## config.mk

```make
export PLATFORM = sky130hd
export DESIGN_NAME = annexb_to_length_prefixed_nal
export DESIGN_NICKNAME = d
export VERILOG_FILES = /design/src/hdl/abnal_pkg.sv /design/src/hdl/abnal_front.sv /design/src/hdl/abnal_queue.sv /design/src/hdl/abnal_back.sv /design/src/hdl/annexb_to_length_prefixed_nal.sv
export SDC_FILE = /design/constraint.sdc
export NUM_CORES = 2
export LEC_CHECK = 0
export ABC_AREA = 1
export ABC_CLOCK_PERIOD_IN_PS = 32500
export BUFFER_PORTS_ARGS = -buffer_cell sky130_fd_sc_hd__buf_2
export CORE_MARGIN = 3
export CORE_UTILIZATION = 69
export DETAILED_ROUTE_END_ITERATION = 10
export GPL_TIMING_DRIVEN = 0
export PLACE_DENSITY = 0.85
export SKIP_CTS_REPAIR_TIMING = 1
export SLEW_MARGIN = 20
export SYNTH_ARGS = -nofsm -noshare
export SYNTH_HDL_FRONTEND = slang
export SYNTH_SLANG_ARGS = --single-unit
```

## constraint.sdc

```tcl
create_clock -name clk -period 32.5 [get_ports clk]
set_input_delay 3.25 -clock clk [delete_from_list [all_inputs] [get_ports clk]]
set_output_delay 3.25 -clock clk [all_outputs]
set_load 0.02 [all_outputs]
```

## src/hdl/abnal_pkg.sv

```systemverilog
// ----------------------------------------------------------------------------
// abnal_pkg
// shared types, constants and helpers of the annex-b to length-prefixed converter
// ----------------------------------------------------------------------------
`default_nettype none

package abnal_pkg;

	// frame addressing
	localparam int FRAME_ADDR_BITS = 24;
	localparam int CNT_W           = FRAME_ADDR_BITS;
	localparam int POS_W           = FRAME_ADDR_BITS + 1;
	localparam int FIELD_W         = 25;
	localparam logic [CNT_W-1:0] CNT_MAX = {CNT_W{1'b1}};

	// configuration port
	localparam int CFG_W     = 3;
	localparam int CFG_IDX_W = 2;
	localparam logic [2:0] MAX_ZERO_RUN_RESET = 3'd3;

	// result bundle queue
	localparam int MAX_RES     = 4;
	localparam int RES_IDX_W   = $clog2(MAX_RES);
	localparam int RES_CNT_W   = RES_IDX_W + 1;
	localparam int QUEUE_DEPTH = 4;
	localparam int QPTR_W      = $clog2(QUEUE_DEPTH);
	localparam int QCNT_W      = QPTR_W + 1;

	// stream bytes and sizes
	localparam logic [7:0] BYTE_ZERO = 8'h00;
	localparam logic [7:0] BYTE_ONE  = 8'h01;
	localparam logic [7:0] BYTE_EPB  = 8'h03;
	localparam int SLOT_BYTES      = 4;
	localparam int EPB_ZEROS       = 2;
	localparam int MIN_START_ZEROS = 2;

	typedef enum logic [2:0] {
		KIND_BYTE  = 3'd0,
		KIND_FILL  = 3'd1,
		KIND_PATCH = 3'd2,
		KIND_DONE  = 3'd3,
		KIND_ERROR = 3'd4
	} kind_t;

	typedef enum logic [CFG_IDX_W-1:0] {
		REG_REMOVE_EPB          = 2'd0,
		REG_MAX_ZERO_RUN        = 2'd1,
		REG_SIZE_AT_LEAST_INPUT = 2'd2
	} cfg_reg_t;

	typedef struct packed {
		logic [7:0] data_byte;
		logic [7:0] following_byte;
		logic       is_last;
	} in_item_t;

	typedef struct packed {
		kind_t              kind;
		logic [FIELD_W-1:0] out_address;
		logic [FIELD_W-1:0] out_value;
		logic               last_of_run;
	} result_t;

	// all results caused by one input byte, compacted to the low slots
	typedef struct packed {
		logic [RES_CNT_W-1:0]       cnt;
		result_t [MAX_RES-1:0]      res;
	} bundle_t;

	typedef struct packed {
		logic       remove_epb;
		logic [2:0] max_zero_run;
		logic       size_at_least_input;
	} cfg_t;

	function automatic logic [FIELD_W-1:0] to_field(input logic [63:0] v);
		return v[FIELD_W-1:0];
	endfunction

	function automatic result_t mk_result(input kind_t k, input logic [63:0] a,
			input logic [63:0] v);
		result_t r;
		r.kind        = k;
		r.out_address = to_field(a);
		r.out_value   = to_field(v);
		r.last_of_run = 1'b0;
		return r;
	endfunction

endpackage

`default_nettype wire

```

## src/hdl/abnal_front.sv

```systemverilog
// ----------------------------------------------------------------------------
// abnal_front
// per-byte classifier: zero runs, start codes, epb drop, frame end flush
// ----------------------------------------------------------------------------
`default_nettype none

module abnal_front import abnal_pkg::*; (
	input  wire logic                 clk,
	input  wire logic                 arst_n,
	input  wire logic                 cfg_write,
	input  wire logic [CFG_IDX_W-1:0] cfg_index,
	input  wire logic [CFG_W-1:0]     cfg_data,
	input  wire logic                 accept,
	input  wire in_item_t             item,
	output logic                      q_wr,
	output bundle_t                   q_data
);

	cfg_t             cfg_q;
	logic [CNT_W-1:0] zc_q, zc_d, icnt_q, icnt_d;
	logic [POS_W-1:0] pos_q, pos_d, rl_q, rl_d, slot_q, slot_d, zc_ext, size;
	logic             open_q, open_d, failed_q, failed_d, clear, err;
	logic [RES_CNT_W-1:0] n;
	result_t [MAX_RES-1:0] res;

	// configuration registers
	always_ff @(posedge clk or negedge arst_n) begin
		if (!arst_n) begin
			cfg_q.remove_epb          <= 1'b0;
			cfg_q.max_zero_run        <= MAX_ZERO_RUN_RESET;
			cfg_q.size_at_least_input <= 1'b1;
		end else if (cfg_write) begin
			unique case (cfg_reg_t'(cfg_index))
				REG_REMOVE_EPB:          cfg_q.remove_epb          <= cfg_data[0];
				REG_MAX_ZERO_RUN:        cfg_q.max_zero_run        <= cfg_data[2:0];
				REG_SIZE_AT_LEAST_INPUT: cfg_q.size_at_least_input <= cfg_data[0];
				default: ;
			endcase
		end
	end

	always_comb begin
		zc_d     = zc_q;
		pos_d    = pos_q;
		rl_d     = rl_q;
		slot_d   = slot_q;
		open_d   = open_q;
		icnt_d   = icnt_q;
		failed_d = failed_q;
		clear    = 1'b0;
		err      = 1'b0;
		n        = '0;
		res      = '0;
		zc_ext   = POS_W'(zc_q);
		size     = '0;
		if (failed_q) begin
			// rest of a failed frame is dropped
			clear = item.is_last;
		end else begin
			if (icnt_q != CNT_MAX) begin
				icnt_d = icnt_q + CNT_W'(1);
			end
			priority if (item.data_byte == BYTE_ZERO) begin
				if (zc_q != CNT_MAX) begin
					zc_d = zc_q + CNT_W'(1);
				end
			end else if (zc_q > CNT_W'(cfg_q.max_zero_run)) begin
				res[n[RES_IDX_W-1:0]] = mk_result(KIND_ERROR, 64'(pos_q), 64'(zc_q));
				n   = n + RES_CNT_W'(1);
				err = 1'b1;
				if (item.is_last) begin
					clear = 1'b1;
				end else begin
					failed_d = 1'b1;
				end
			end else if (item.data_byte == BYTE_ONE && zc_q >= CNT_W'(MIN_START_ZEROS)) begin
				// start code: close the open slot, open a new one
				if (open_q) begin
					res[n[RES_IDX_W-1:0]] = mk_result(KIND_PATCH, 64'(slot_q), 64'(rl_q));
					n = n + RES_CNT_W'(1);
				end
				slot_d = pos_q;
				open_d = 1'b1;
				pos_d  = pos_q + POS_W'(SLOT_BYTES);
				zc_d   = '0;
				rl_d   = '0;
			end else if (cfg_q.remove_epb && item.data_byte == BYTE_EPB
					&& zc_q == CNT_W'(EPB_ZEROS) && !item.is_last
					&& item.following_byte <= BYTE_EPB) begin
				// emulation prevention byte dropped, its two zeros kept
				res[n[RES_IDX_W-1:0]] = mk_result(KIND_FILL, 64'(pos_q), 64'(EPB_ZEROS));
				n     = n + RES_CNT_W'(1);
				pos_d = pos_q + POS_W'(EPB_ZEROS);
				rl_d  = rl_q + POS_W'(EPB_ZEROS);
				zc_d  = '0;
			end else begin
				if (zc_q != '0) begin
					res[n[RES_IDX_W-1:0]] = mk_result(KIND_FILL, 64'(pos_q), 64'(zc_q));
					n = n + RES_CNT_W'(1);
				end
				res[n[RES_IDX_W-1:0]] = mk_result(KIND_BYTE, 64'(pos_q + zc_ext),
					64'(item.data_byte));
				n     = n + RES_CNT_W'(1);
				pos_d = pos_q + zc_ext + POS_W'(1);
				rl_d  = rl_q + zc_ext + POS_W'(1);
				zc_d  = '0;
			end
			if (item.is_last && !err) begin
				// end of frame flush
				if (zc_d != '0) begin
					res[n[RES_IDX_W-1:0]] = mk_result(KIND_FILL, 64'(pos_d), 64'(zc_d));
					n     = n + RES_CNT_W'(1);
					pos_d = pos_d + POS_W'(zc_d);
					rl_d  = rl_d + POS_W'(zc_d);
				end
				if (open_d) begin
					res[n[RES_IDX_W-1:0]] = mk_result(KIND_PATCH, 64'(slot_d), 64'(rl_d));
					n = n + RES_CNT_W'(1);
				end
				size = pos_d;
				if (cfg_q.remove_epb && cfg_q.size_at_least_input
						&& POS_W'(icnt_d) > pos_d) begin
					size = POS_W'(icnt_d);
				end
				res[n[RES_IDX_W-1:0]] = mk_result(KIND_DONE, 64'(pos_d), 64'(size));
				n     = n + RES_CNT_W'(1);
				clear = 1'b1;
			end
		end
		if (clear) begin
			zc_d     = '0;
			pos_d    = '0;
			rl_d     = '0;
			slot_d   = '0;
			open_d   = 1'b0;
			icnt_d   = '0;
			failed_d = 1'b0;
		end
	end

	assign q_wr       = accept && (n != '0);
	assign q_data.cnt = n;
	assign q_data.res = res;

	always_ff @(posedge clk or negedge arst_n) begin
		if (!arst_n) begin
			zc_q     <= '0;
			pos_q    <= '0;
			rl_q     <= '0;
			slot_q   <= '0;
			open_q   <= 1'b0;
			icnt_q   <= '0;
			failed_q <= 1'b0;
		end else if (accept) begin
			zc_q     <= zc_d;
			pos_q    <= pos_d;
			rl_q     <= rl_d;
			slot_q   <= slot_d;
			open_q   <= open_d;
			icnt_q   <= icnt_d;
			failed_q <= failed_d;
		end
	end

endmodule

`default_nettype wire

```

## src/hdl/abnal_queue.sv

```systemverilog
// ----------------------------------------------------------------------------
// abnal_queue
// short queue of result bundles between front and back
// ----------------------------------------------------------------------------
`default_nettype none

module abnal_queue import abnal_pkg::*; (
	input  wire logic    clk,
	input  wire logic    arst_n,
	input  wire logic    wr,
	input  wire bundle_t wdata,
	input  wire logic    rd,
	output logic         full,
	output logic         empty,
	output bundle_t      rdata
);

	bundle_t [QUEUE_DEPTH-1:0] mem_q;
	logic [QPTR_W-1:0] wptr_q, rptr_q;
	logic [QCNT_W-1:0] cnt_q;
	logic do_wr, do_rd;

	assign full  = (cnt_q == QCNT_W'(QUEUE_DEPTH));
	assign empty = (cnt_q == '0);
	assign do_wr = wr && !full;
	assign do_rd = rd && !empty;
	assign rdata = mem_q[rptr_q];

	always_ff @(posedge clk) begin
		if (do_wr) begin
			mem_q[wptr_q] <= wdata;
		end
	end

	always_ff @(posedge clk or negedge arst_n) begin
		if (!arst_n) begin
			wptr_q <= '0;
			rptr_q <= '0;
			cnt_q  <= '0;
		end else begin
			if (do_wr) begin
				wptr_q <= wptr_q + QPTR_W'(1);
			end
			if (do_rd) begin
				rptr_q <= rptr_q + QPTR_W'(1);
			end
			unique case ({do_wr, do_rd})
				2'b10:   cnt_q <= cnt_q + QCNT_W'(1);
				2'b01:   cnt_q <= cnt_q - QCNT_W'(1);
				default: cnt_q <= cnt_q;
			endcase
		end
	end

endmodule

`default_nettype wire

```

## src/hdl/abnal_back.sv

```systemverilog
// ----------------------------------------------------------------------------
// abnal_back
// unpacks result bundles one result per cycle into the output register while it is free or popped
// ----------------------------------------------------------------------------
`default_nettype none

module abnal_back import abnal_pkg::*; (
	input  wire logic    clk,
	input  wire logic    arst_n,
	input  wire logic    q_empty,
	input  wire bundle_t q_data,
	output logic         q_rd,
	input  wire logic    pop,
	output logic         empty,
	output result_t      result
);

	result_t              res_q;
	logic                 valid_q;
	logic [RES_IDX_W-1:0] idx_q;
	logic                 load, take, final_res;
	result_t              next_res;

	assign load      = !valid_q || pop;
	assign take      = load && !q_empty;
	assign final_res = (RES_CNT_W'(idx_q) + RES_CNT_W'(1)) == q_data.cnt;
	assign q_rd      = take && final_res;

	always_comb begin
		next_res             = q_data.res[idx_q];
		next_res.last_of_run = final_res;
	end

	always_ff @(posedge clk) begin
		if (take) begin
			res_q <= next_res;
		end
	end

	always_ff @(posedge clk or negedge arst_n) begin
		if (!arst_n) begin
			valid_q <= 1'b0;
			idx_q   <= '0;
		end else if (load) begin
			valid_q <= !q_empty;
			if (take) begin
				idx_q <= final_res ? '0 : idx_q + RES_IDX_W'(1);
			end
		end
	end

	assign empty  = !valid_q;
	assign result = res_q;

endmodule

`default_nettype wire

```

## src/hdl/annexb_to_length_prefixed_nal.sv

```systemverilog
// ----------------------------------------------------------------------------
// annexb_to_length_prefixed_nal
// annex-b byte stream to length-prefixed nal units, as output-buffer writes
// ----------------------------------------------------------------------------
//
//  channel  | ports                                   | transfer when
//  ---------+-----------------------------------------+-------------------
//  input    | push, full, item (in_item_t)            | push && !full
//  result   | empty, pop, result (result_t)           | pop && !empty
//  config   | cfg_write, cfg_index, cfg_data          | cfg_write
//
//  one input byte is taken per cycle while full is low; the front classifies it
//  in that cycle and stores all of its results as one bundle in a 4-deep queue
//  the back sends one result per cycle while its output register is free or popped;
//  a byte with k results has them sent in turn (k is 1 for most bytes, up to 4 at a frame end)
//  first result of a byte passes through the queue, then the output register
//  arst_n clears frame state, queue and output valid flag and loads the register
//  defaults; no clearing pass, the block takes input right after reset
//  a stalled result side fills the queue, then full rises and input stalls
//
`default_nettype none

module annexb_to_length_prefixed_nal import abnal_pkg::*; (
	input  wire logic                 clk,
	input  wire logic                 arst_n,
	// configuration
	input  wire logic                 cfg_write,
	input  wire logic [CFG_IDX_W-1:0] cfg_index,
	input  wire logic [CFG_W-1:0]     cfg_data,
	// input bytes
	input  wire logic                 push,
	output logic                      full,
	input  wire in_item_t             item,
	// results
	output logic                      empty,
	input  wire logic                 pop,
	output result_t                   result
);

	logic    accept;
	logic    q_wr, q_rd, q_empty;
	bundle_t q_wdata, q_rdata;

	// byte transfer on the input side
	assign accept = push && !full;

	// front: zero runs, start codes, epb drop and frame end flush
	abnal_front u_front (
		.clk       (clk),
		.arst_n    (arst_n),
		.cfg_write (cfg_write),
		.cfg_index (cfg_index),
		.cfg_data  (cfg_data),
		.accept    (accept),
		.item      (item),
		.q_wr      (q_wr),
		.q_data    (q_wdata)
	);

	// bundles waiting for the back; a full queue stalls input
	abnal_queue u_queue (
		.clk    (clk),
		.arst_n (arst_n),
		.wr     (q_wr),
		.wdata  (q_wdata),
		.rd     (q_rd),
		.full   (full),
		.empty  (q_empty),
		.rdata  (q_rdata)
	);

	// back: one result per cycle into the output register while it is free or popped
	abnal_back u_back (
		.clk     (clk),
		.arst_n  (arst_n),
		.q_empty (q_empty),
		.q_data  (q_rdata),
		.q_rd    (q_rd),
		.pop     (pop),
		.empty   (empty),
		.result  (result)
	);

endmodule

`default_nettype wire

```

==> results of run 1 <==
[metal layers]
metal / overflow / track usage
met1: 0 / 0.7923
met2: 10 / 0.9214
met3: 1 / 0.6883
met4: 10 / 0.7854
met5: 0 / 0.4724
[synthesized netlist by cell type (32+ instances only)]
cell,instances
o21ai_0,866
o211ai_1,68
nor3_1,54
o221ai_1,178
inv_1,500
nor2_1,833
xor2_1,95
o21ai_1,78
buf_2,44
nand2_2,32
dfrtp_1,137
nand2_1,1034
o22ai_1,169
nand3_1,318
a21oi_1,466
clkbuf_1,302
a221oi_1,46
nand4_1,40
ha_1,152
edfxtp_1,902
[cells by family after synthesis]
group	count (synthesis)	synth area share
and+or+nand+nor	2399	0.1698
AOI/OAI and AO/OA	2005	0.1970
DFF	1042	0.5178
buffers and inverters	932	0.06277
adders and majority gates	158	0.03422
xor gates and xnor gates	123	0.01823
muxes	1	0.0001694
[through the flow]
step / util / hold slack (ns)
CTS: 0.7762 / 0.4966
detailed placement: 0.7382 / 0.4870
global placement: 0.7231 / 0.4740
floorplan: - / 0.4545
==> metrics.csv, run 1 <==
stage;metric;value;unit
synth;avgSynthCellArea;8.871;um2
status;status;aborted with a tool error;
die;row_count;106;
die;die_y;298.6;um
clock_tree;cts.sinks;1042;
synth;synth_warnings;0;
place;hpwl;207600;um
synth;synth.distinct_cells;61;
die;initial_utilization;0.7015;
grt;grt_start_max_net_pins;82;
synth;ys.flop_type;edfxtp_1;
synth;synth.area.top_cells;edfxtp_1 46%, o21ai_0 7.3%, nand2_1 6.6%;
synth;synth_top_area_share;0.4584;
die;die_w;298.6;um
clock_tree;clk_path_buf_depth;3;
grt;grt-ovfl-total;21;
status;lastStage;global routing;
clock_tree;cts_buffers;99;
synth;synthesis.area;0.05908;mm2
synth;synth_seq_cells;1042;
die;io-pin-count;83;
synth;synth_edf_count;902;
place;dp.cells;7925;
grt;antenna_found_initial;65;
place;numPortBuffers;80;
place;pre_cts_ws;20.54;ns
synth;yosysSeqAreaShare;0.5178;
status;tool.error;[ERROR GRT-0232] Routing congestion too high. Check the congestion heatmap in the GUI.;
synth;syn-num-nets;6845;
synth;async_flop_share;0.1344;
clock_tree;cts_max_level;3;
place;placed_cell_area;0.06217;mm2
grt;grt_util_all_layers;0.7965;
place;gp_congestion;1.224;
clock_tree;cts_root_buffer;clkbuf_16;
synth;synthCells;6660;
synth;yosysTopAreaCell;edfxtp_1;
==> inputs of run 2 (changes only) <==
Settings changed: CORE_UTILIZATION 69 to 40, PLACE_DENSITY 0.85 to not set, PLACE_DENSITY_LB_ADDON set to 0.15.
==> run 2 against run 1 <==
The flow now finishes without violations. Synthesized cell count stayed put. Synthesized area stayed put.
==> metrics.csv, run 2 <==
stage;metric;value;unit
synth;synth.area.top_cells;edfxtp_1 46%, o21ai_0 7.3%, nand2_1 6.6%;
clock_tree;cts_tree;built;
power_and_ir_drop;leakagePower;24.98;nW
synth;synth_warnings;0;
final_layout;syn2layout_area_growth;13.20;%
synth;synthCells;6660;
final_layout;final_common_cell;nand2_1;
final_layout;multi_input_area;0.02488;mm2
route;initialDrtViolationCount;7056;
timing;max_freq;79.76;MHz
synth;async_flop_share;0.1344;
setup_path;path_buf_inv;7;
die;row_count;140;
final_layout;largest_register_ffs;848;
place;numPortBuffers;80;
timing;fin_crit;12.54;ns
setup_path;worstSetupEndpointType;register;
die;dieArea;0.1524;mm2
power_and_ir_drop;ir_drop;0.05718;mV
setup_path;crit_arrival;13.00;ns
final_layout;fillers;14150;
synth;synth_top_area_share;0.4584;
timing;rsz0062_at_grt;no;
place;placed_cell_area;0.06324;mm2
setup_path;worstPathMaxFanout;10;
die;core_area;0.1463;mm2
final_layout;regMostFlops;u_queue.mem_q;
setup_path;cp.required;32.96;ns
setup_path;path_common_cell;nand2_1;
place;pre_cts_ws;19.66;ns
grt;grt_util_all_layers;0.3693;
synth;avgSynthCellArea;8.871;um2
route;totalWireLength;288800;um
clock_tree;clk_latency;0.77;ns
final_layout;final_cell_area;0.06688;mm2
grt;grt_start_max_net_pins;87;
power_and_ir_drop;p_per_area;83.21;mW/mm2
synth;ys.flop_type;edfxtp_1;
grt;grt-ovfl-total;0;
timing;hold_viol;0;
setup_path;critPathSlowestCell;o21ai_1;
route;drc_errors;0;
final_layout;regArea;0.03059;mm2
die;initial_utilization;0.4039;
clock_tree;cts_buffers;112;
setup_path;path_delay_family;simple AND/OR/NAND/NOR gates;
grt;grt_pass1_vias;51420;
place;gp_congestion;1.038;
timing;timing.final.crit_share;0.3858;
die;io-pin-count;83;
setup_path;start_kind;input pin;
flow_run;drv_cap;0;
synth;synth_top_cells_by_count;1,034 x nand2_1, 902 x edfxtp_1, 866 x o21ai_0;
final_layout;final_cell_mix;1,034 x nand2_1, 902 x edfxtp_1, 857 x o21ai_0, 827 x nor2_1, 500 x inv_1;
synth;synth.most_common_cell;nand2_1;
synth;synth_seq_cells;1042;
grt;antenna_found_initial;11;
timing;worstMarginPinSlew;1.291;ns
grt;grt_pass1_wl;397300;um
synth;synth_edf_count;902;
die;die_w;390.3;um
synth;syn-num-nets;6845;
route;final_antenna_net_count;0;
timing;fin_ws;19.96;ns
synth;synthesis.area;0.05908;mm2
synth;synth.distinct_cells;61;
status;status;completed;
clock_tree;clkTransAtPathRegs;0.06;ns
synth;yosysTopAreaCell;edfxtp_1;
clock_tree;cts_root_buffer;clkbuf_16;
timing;finalMaxSlewViolations;0;
timing;max-slew-margin-rel;0.1391;
route;firstDrtPassIters;6;
synth;yosysSeqAreaShare;0.5178;
final_layout;layout-drive-gt1-share;0.07465;
setup_path;r2r_setup_slack;21.91;ns
setup_path;path_class;in -> reg;
clock_tree;clk_path_buf_depth;3;
timing;fin_skew;0.06318;ns
place;hpwl;230400;um
route;viasPerCell;6.154;
route;drt-wirelength-per-cell;32.35;um
setup_path;critical_path.max_stage_delay;0.86;ns
hold_path;min_path_type;reg -> reg;
clock_tree;cts.sinks;1042;
route;vias;54930;
final_layout;fin_nets;7098;
die;die_y;390.3;um
clock_tree;cts_max_level;3;
timing;setup_viol;0;
timing;final.setup.tns;0;ns
run 2: cell counts after synthesis:
No cell type changed its count.
run 2: worst min-delay path, cell delays in order, from the launching register on:
cell     delay, ns
dfstp_2       0.37
nand2_1       0.05
o21ai_0       0.07
run 2: power breakdown:
group	leakage, nW	switching [W]	total [W]	internal (W)
Clock	1.76	0.000567	0.00128	0.000709
Sequential	10.4	0.0000612	0.00189	0.00183
Combinational	12.9	0.00185	0.00240	0.000555
run 2: cell families (layout without fill, tap and decap cells):
logic type	count (synthesis)	in the layout	synth area share
DFF	1042	1042	0.5178
other	0	3	0
xor gates and xnor gates	123	123	0.01823
muxes	1	1	0.0001694
AOI/OAI and AO/OA	2005	2005	0.1970
buffers and inverters	932	1278	0.06277
and+or+nand+nor	2399	2399	0.1698
adders and majority gates	158	158	0.03422
run 2: final cells by class:
class / instances / area share
flip-flops and latches: 1042 / 0.4574
well taps: 1917 / 0.03586
multi-input cells: 4686 / 0.3720
plain buffers: 395 / 0.02537
repair buffers: 139 / 0.02488
inverters: 537 / 0.03014
clock buffers: 133 / 0.04309
diodes: 3 / 0.0001123
clock inverters: 74 / 0.01108
run 2: per-layer routing:
layer  share of wire  track usage  routed length, um
met1            0.40       0.4864             115100
met2            0.44       0.5705             126600
met3           0.086      0.05410              24750
met5        0.000045            0                 13
met4           0.077       0.2381              22250
run 2: path summary, 6_finish.rpt:
| kind | from | end | cells past startpoint |
|---|---|---|---|
| min | u_front.cfg_q[0] | u_front.cfg_q[0] | 2 |
| min reg2reg | u_front.cfg_q[0] | u_front.cfg_q[0] | 2 |
| min in group asynchronous | arst_n | u_back.valid_q | 1 |
| max in group asynchronous | arst_n | u_front.rl_q[12] | 2 |
| max | item[14] | u_queue.mem_q[668] | 34 |
| max reg2reg | u_front.zc_q[0] | u_queue.mem_q[668] | 35 |
run 2: through the flow:
step           hold slack (ns)  std cells  power (W)  utilization
6_report                0.4883       8926   0.005565       0.4572
5_1_grt                 0.5141       8923   0.005757       0.4572
4_1_cts                 0.4933       8922   0.005522       0.4571
3_5_place_dp            0.4832       8715   0.004253       0.4324
3_3_place_gp            0.4809       8657   0.004288       0.4231
2_1_floorplan           0.4545       6660   0.003170            -
Power figures use the tool's default switching activity.
